File: src/hw/rtl/max_pool_2d_forward_assert.svh
// ----------------------------------------------------------------------------
// max pool assertion macros
// shared concurrent assertion forms, clocked on clk, off during reset
// ----------------------------------------------------------------------------
`ifndef MAX_POOL_2D_FORWARD_ASSERT_SVH
`define MAX_POOL_2D_FORWARD_ASSERT_SVH

// same-cycle implication
`define MP2D_ASSERT_IMP(lbl, ante, cons, msg) \
  lbl: assert property (@(posedge clk) disable iff (!rst_n) (ante) |-> (cons)) \
    else $error(msg);

// next-cycle implication
`define MP2D_ASSERT_NXT(lbl, ante, cons, msg) \
  lbl: assert property (@(posedge clk) disable iff (!rst_n) (ante) |=> (cons)) \
    else $error(msg);

`endif

File: src/hw/rtl/mp2d_pkg.sv
// ----------------------------------------------------------------------------
// max pool package
// sample and index types, register codes, reset values, reciprocal table
// ----------------------------------------------------------------------------
package mp2d_pkg;

  localparam int SAMPLE_BITS   = 16;
  localparam int IDX_BITS      = 10;
  localparam int KCFG_BITS     = 4;
  localparam int DIM_BITS      = 11;
  localparam int CFG_DATA_BITS = 11;

  typedef logic signed [SAMPLE_BITS-1:0] sample_t;
  typedef logic [IDX_BITS-1:0]           idx_t;

  typedef enum logic [1:0] {
    CFG_KERNEL_SIZE,
    CFG_STRIDE_STEP,
    CFG_PLANE_WIDTH,
    CFG_PLANE_HEIGHT
  } cfg_idx_t;

  localparam logic [KCFG_BITS-1:0] KERNEL_RST = 4'd2;
  localparam logic [KCFG_BITS-1:0] STRIDE_RST = 4'd2;
  localparam logic [DIM_BITS-1:0]  WIDTH_RST  = 11'd32;
  localparam logic [DIM_BITS-1:0]  HEIGHT_RST = 11'd32;

  // ceil(2^18 / s) for s = 1..16, exact quotient for x * s below 2^18
  localparam int RECIP_SHIFT = 18;
  localparam int RECIP_BITS  = 19;
  localparam logic [RECIP_BITS-1:0] RECIP [16] = '{
    19'd262144, 19'd131072, 19'd87382, 19'd65536,
    19'd52429,  19'd43691,  19'd37450, 19'd32768,
    19'd29128,  19'd26215,  19'd23832, 19'd21846,
    19'd20165,  19'd18725,  19'd17477, 19'd16384
  };

endpackage

File: src/hw/rtl/mp2d_win_cell.sv
// ----------------------------------------------------------------------------
// max pool window cell
// cell j holds the maximum of the last j+1 column maxima of the row
// ----------------------------------------------------------------------------
module mp2d_win_cell (
  input  logic              clk,
  input  logic              en,
  input  mp2d_pkg::sample_t nb_in,
  input  mp2d_pkg::sample_t x_in,
  output mp2d_pkg::sample_t run_out,
  output mp2d_pkg::sample_t nxt_out
);

  mp2d_pkg::sample_t run_r;
  mp2d_pkg::sample_t run_nxt;

  assign run_nxt = (nb_in > x_in) ? nb_in : x_in;

  always_ff @(posedge clk) begin
    if (en) begin
      run_r <= run_nxt;
    end
  end

  assign run_out = run_r;
  assign nxt_out = run_nxt;

endmodule

File: config.mk
export PLATFORM = sky130hd
export DESIGN_NAME = mp2d_win_cell
export DESIGN_NICKNAME = d
export VERILOG_FILES = /design/src/hw/rtl/max_pool_2d_forward_assert.svh /design/src/hw/rtl/mp2d_pkg.sv /design/src/hw/rtl/mp2d_win_cell.sv
export SDC_FILE = /design/constraint.sdc
export NUM_CORES = 1
export LEC_CHECK = 0
export BUFFER_PORTS_ARGS = -buffer_cell sky130_fd_sc_hd__buf_2
export CORE_ASPECT_RATIO = 0.75
export CORE_UTILIZATION = 47
export CTS_CLUSTER_DIAMETER = 150
export DETAILED_ROUTE_END_ITERATION = 8
export GPL_TIMING_DRIVEN = 1
export PLACE_DENSITY = 0.85
export SLEW_MARGIN = 20
export SYNTH_ARGS = -nofsm -noshare
export SYNTH_HDL_FRONTEND = slang
export SYNTH_SLANG_ARGS = --single-unit
File: constraint.sdc
create_clock -name clk -period 7.7 [get_ports clk]
set_clock_uncertainty 0.1 [all_clocks]
set_input_delay 0.385 -clock clk [delete_from_list [all_inputs] [get_ports clk]]
set_output_delay 0.385 -clock clk [all_outputs]
set_load 0.01 [all_outputs]
# Word level (Yosys, flattened, before mapping)
# Index checks and enable logic that the tools add are counted.
# op_classes
magnitude_cmp	1
n_mux	1
# op_table
op	n
$gt 16x16->1	1
$mux 16	1
# word_totals
reg_bits	16
input_bits	34
output_inout_bits	32
wordCells	3

# Logic depth before layout (Yosys ltp)
# depth
word_depth	2
depth_mapped	9
ltp_nobuf	8

# Least setup slack after synthesis
# OpenSTA, ideal clock, no wires.
# synth_path
path_type	input -> output
start	input port x_in[11]
end	output port nxt_out[10]
arrival_ns	2.760
required_ns	7.215
setup_slack_ns	4.455
path_stages	9
path_buffers	1
cell_sequence	inv_1 > ha_1 > nand2_1 > or4_4 > or4_4 > nand3_2 > mux2i_4 > buf_12 > mux2_4
# synth_via
elab_chain_cells	2
# synth_lines
element	line	source
start: declaration	mp2d_win_cell.sv:9	input mp2d_pkg::sample_t x_in,
$gt 16x16->1	mp2d_win_cell.sv:17	assign run_nxt = (nb_in > x_in) ? nb_in : x_in;
$mux 16	mp2d_win_cell.sv:17	
end: declaration	mp2d_win_cell.sv:11	output mp2d_pkg::sample_t nxt_out
# No other way between the ends.

# Worst setup path after layout
# layout_path
start	input port x_in[13]
end	output port nxt_out[0]
# The elaborated chain is that of the path after synthesis.

==> impl_summary.txt <==
----------------------------------------------------
[Pwr]
  Leakage component of the power ... 0.806 nW
  Switching Power ... 0.0774 mW
  Combinational power share ... 0.368
  Fraction of power spent switching nets ... 0.309
  Portion of total power attributed to the clock network ... 0.190
  Portion of total power attributed to sequential cells ... 0.442
  Internal power ... 0.173 mW
  Worst IR Drop VDD ... 84.4 uV
  Total power divided by cell area ... 163 nW/um^2
  Final Total Pwr ... 0.251 mW

[Yosys]
  Unique cell type count in the Yosys netlist ... 19
  Post-Synthesis Net Count ... 144
  Syn avg cell area ... 12.4 sq um
  Simple-gate area share of the yosys netlist ... 0.0750
  Sequential-to-total area share from yosys stat ... 0.412
  Main combinational cell family by area after synthesis ... multiplexers
  Synth Area in Compound Gates ... 0.0611
  Xor/xnor share of the synthesized area ... 0
  Synthesized instance count ... 94
  #FFs+latches synth ... 16
  Share of synthesized cell area in full adder, half adder and majority cells ... 0.171
  Share of synthesized area spent on multiplexers ... 0.206
  Synthesis warning total ... 0
  Area of the mapped netlist ... 1170 sq um

[Die]
  Die area ... 2690 sq um
  # IOs ... 66
  Initial Util ... 0.502
  Core area ... 2330 sq um
  Number of cell rows ... 15
  Floorplan die height ... 45.2 um
  Horizontal die dimension ... 59.5 um

[Clock tree]
  Clk sink count ... 16
  Number of buffers created by CTS ... 3
  Clock-pin transition on the worst setup and hold timing paths ... 0.10 ns
  Clock root cell ... sky130_fd_sc_hd__clkbuf_4
  CTS H-Tree Depth ... 1
  CTS tree ... built
  Quantity of gates resized following cts ... 0
  Setup repair bufs after CTS ... 0
  Number of buffers between clock root and the deepest sink ... 2
  Hold-fix buffer count after cts ... 0

[Setup path]
  Delay contributed by the slowest stage of the critical path ... 0.67 ns
  Buf/Inv on CP ... 3
  Number of cells on the critical path ... 10
  Data required, critical path ... 7.21 ns
  Worst setup EP type ... output port
  Critical path fanouts, max ... 16
  Worst path arrival time ... 3.33 ns
  Worst path cell trace ... buf_2 > inv_1 > ha_1 > nand2_1 > or4_4 > or4_4 > nand3_2 > mux2i_4 > mux2_2 > buf_2
  Kind of critical path ... in -> out
  Startpoint types ... input pin
  Kind of cell adding the most delay to the critical path ... simple AND/OR/NAND/NOR gates
  CP max stage cell ... sky130_fd_sc_hd__mux2i_4

[Route]
  DRC violations left ... 0
  Via-per-instance ratio ... 4.83
  First-pass detailed-route iteration total ... 4
  Post-route antenna net violation count ... 0
  Post-detailed-routing wire length ... 2450 um
  Number of DRC markers after the initial detailed-route iteration ... 9
  Vias ... 947
  DR WL/cell ... 12.5 um

[Final layout]
  Proportion of layout cells with a drive suffix above 1 ... 0.549
  Ant. Diodes ... 0
  Area growth from synthesis to layout ... 32.0%
  Flip-flop count of the largest register, all copies and words added ... 16
  Number of nets in the layout ... 213
  Summed area of non-filler cells in the final layout ... 1540 sq um

[STA]
  Number of endpoints failing setup at the final stage ... 0
  Unrepaired setup endpoints after global routing ... false
  Final slew viol count ... 0
  Total negative slack for setup checks ... 0 ns
  Highest clock rate ... 262 MHz
  Share of the cycle needed by the critical path after routing ... 0.496
  Pin slew with the least headroom to its limit ... 0.752 ns
  Worst slew margin ... 0.488
  Min Tclk post-route ... 3.82 ns
  Final Hold Slack ... 0.316 ns
  Number of hold violations in the final report ... 0

[Min path]
  Hold path depth ... 2
  Min-Delay Path Class ... in -> reg

[Global route]
  Vias in the first global route ... 933
  Total global routing overflow ... 0
  Global-route wire length before repair ... 3910 um
  Antenna violations before repair ... 0
  Largest net degree at the start of global routing ... 17
  GRT Overall Usage ... 0.197

[Placement]
  Buffers added on ports ... 65
  Detailed placement HPWL ... 1990 um
  Placed instance area ... 1520 sq um
  Weighted congestion at the end of routability-driven global placement ... 0.705

[Flow run]
  Max-cap check violation count ... 0

[Run status]
  Run status ... completed

----------------------------------------------------
final timing paths:
| path | slack [ns] | end | startpoint |
|---|---|---|---|
| min | 0.32 | run_out[8] | x_in[8] |
| max | 3.88 | nxt_out[0] | x_in[13] |
area by class of cell:
| class | instances | area, sq um |
|---|---|---|
| fill | 207 | 786 |
| inverter | 18 | 67.6 |
| clock inverter | 1 | 3.75 |
| clock buffer | 3 | 22.5 |
| sequential | 16 | 480 |
| multi-input combinational | 59 | 599 |
| timing repair buffer | 65 | 325 |
| tap | 34 | 42.5 |
metal layers:
metal / GRT usage / share of wire / vias up
li1: - / - / 477
met1: 0.233 / 0.42 / 421
met2: 0.348 / 0.48 / 47
met3: 0.0716 / 0.095 / 2
met4: 0.0419 / 0.0049 / 0
met5: 0 / 0 / -
cells in the final DEF, fill, tap and decap left out:
master                     count
sky130_fd_sc_hd__a21boi_0      1
sky130_fd_sc_hd__a21oi_1       7
sky130_fd_sc_hd__a311oi_1      1
sky130_fd_sc_hd__and2b_2       1
sky130_fd_sc_hd__buf_2        65
sky130_fd_sc_hd__clkbuf_4      3
sky130_fd_sc_hd__clkinv_1      1
sky130_fd_sc_hd__edfxtp_1     16
sky130_fd_sc_hd__ha_1         16
sky130_fd_sc_hd__inv_1        18
sky130_fd_sc_hd__mux2_2        6
sky130_fd_sc_hd__mux2_4       10
sky130_fd_sc_hd__mux2i_4       1
sky130_fd_sc_hd__nand2_1       6
sky130_fd_sc_hd__nand3_1       1
sky130_fd_sc_hd__nand3_2       1
sky130_fd_sc_hd__nand4_1       1
sky130_fd_sc_hd__nor4_1        2
sky130_fd_sc_hd__o21ai_0       1
sky130_fd_sc_hd__o21bai_1      2
sky130_fd_sc_hd__or4_4         2
per-stage QoR:
| stage | util | instances | setup WS, ns |
|---|---|---|---|
| floorplan | - | 94 | 4.46 |
| global placement | 0.651 | 192 | 3.95 |
| detailed placement | 0.651 | 192 | 3.87 |
| CTS | 0.662 | 196 | 3.87 |
| global route | 0.662 | 196 | 3.77 |
| finish | 0.662 | 196 | 3.88 |
cell families (layout without fill, tap and decap cells):
logic type	Yosys count	count (layout)
muxes	17	17
DFF	16	16
adders and majority gates	16	16
AOI/OAI and AO/OA	12	12
buffers and inverters	19	87
and+or+nand+nor	14	14
power by group through the flow:
| stage | Clock [mW] | Combinational, mW | Sequential [mW] |
|---|---|---|---|
| 2_1_floorplan | 0 | 0.0523 | 0.119 |
| 6_report | 0.0475 | 0.0923 | 0.111 |
| 3_3_place_gp | 0 | 0.0898 | 0.113 |
| 3_5_place_dp | 0 | 0.0928 | 0.113 |
| 4_1_cts | 0.0501 | 0.0932 | 0.111 |
| 5_1_grt | 0.0535 | 0.102 | 0.112 |
cell usage after synthesis, drive strengths merged:
cell | n | area, sq um
or4 | 2 | 22.5
nand4 | 1 | 6.26
edfxtp | 16 | 480
o21ai | 1 | 5.00
mux2i | 1 | 22.5
a21boi | 1 | 7.51
a311oi | 1 | 8.76
ha | 16 | 200
nand2 | 6 | 22.5
and2b | 1 | 8.76
nor4 | 2 | 12.5
o21bai | 2 | 15.0
a21oi | 7 | 35.0
inv | 18 | 67.6
mux2 | 16 | 218
buf | 1 | 20.0
nand3 | 2 | 15.0
(Power assumes the default switching activity.)
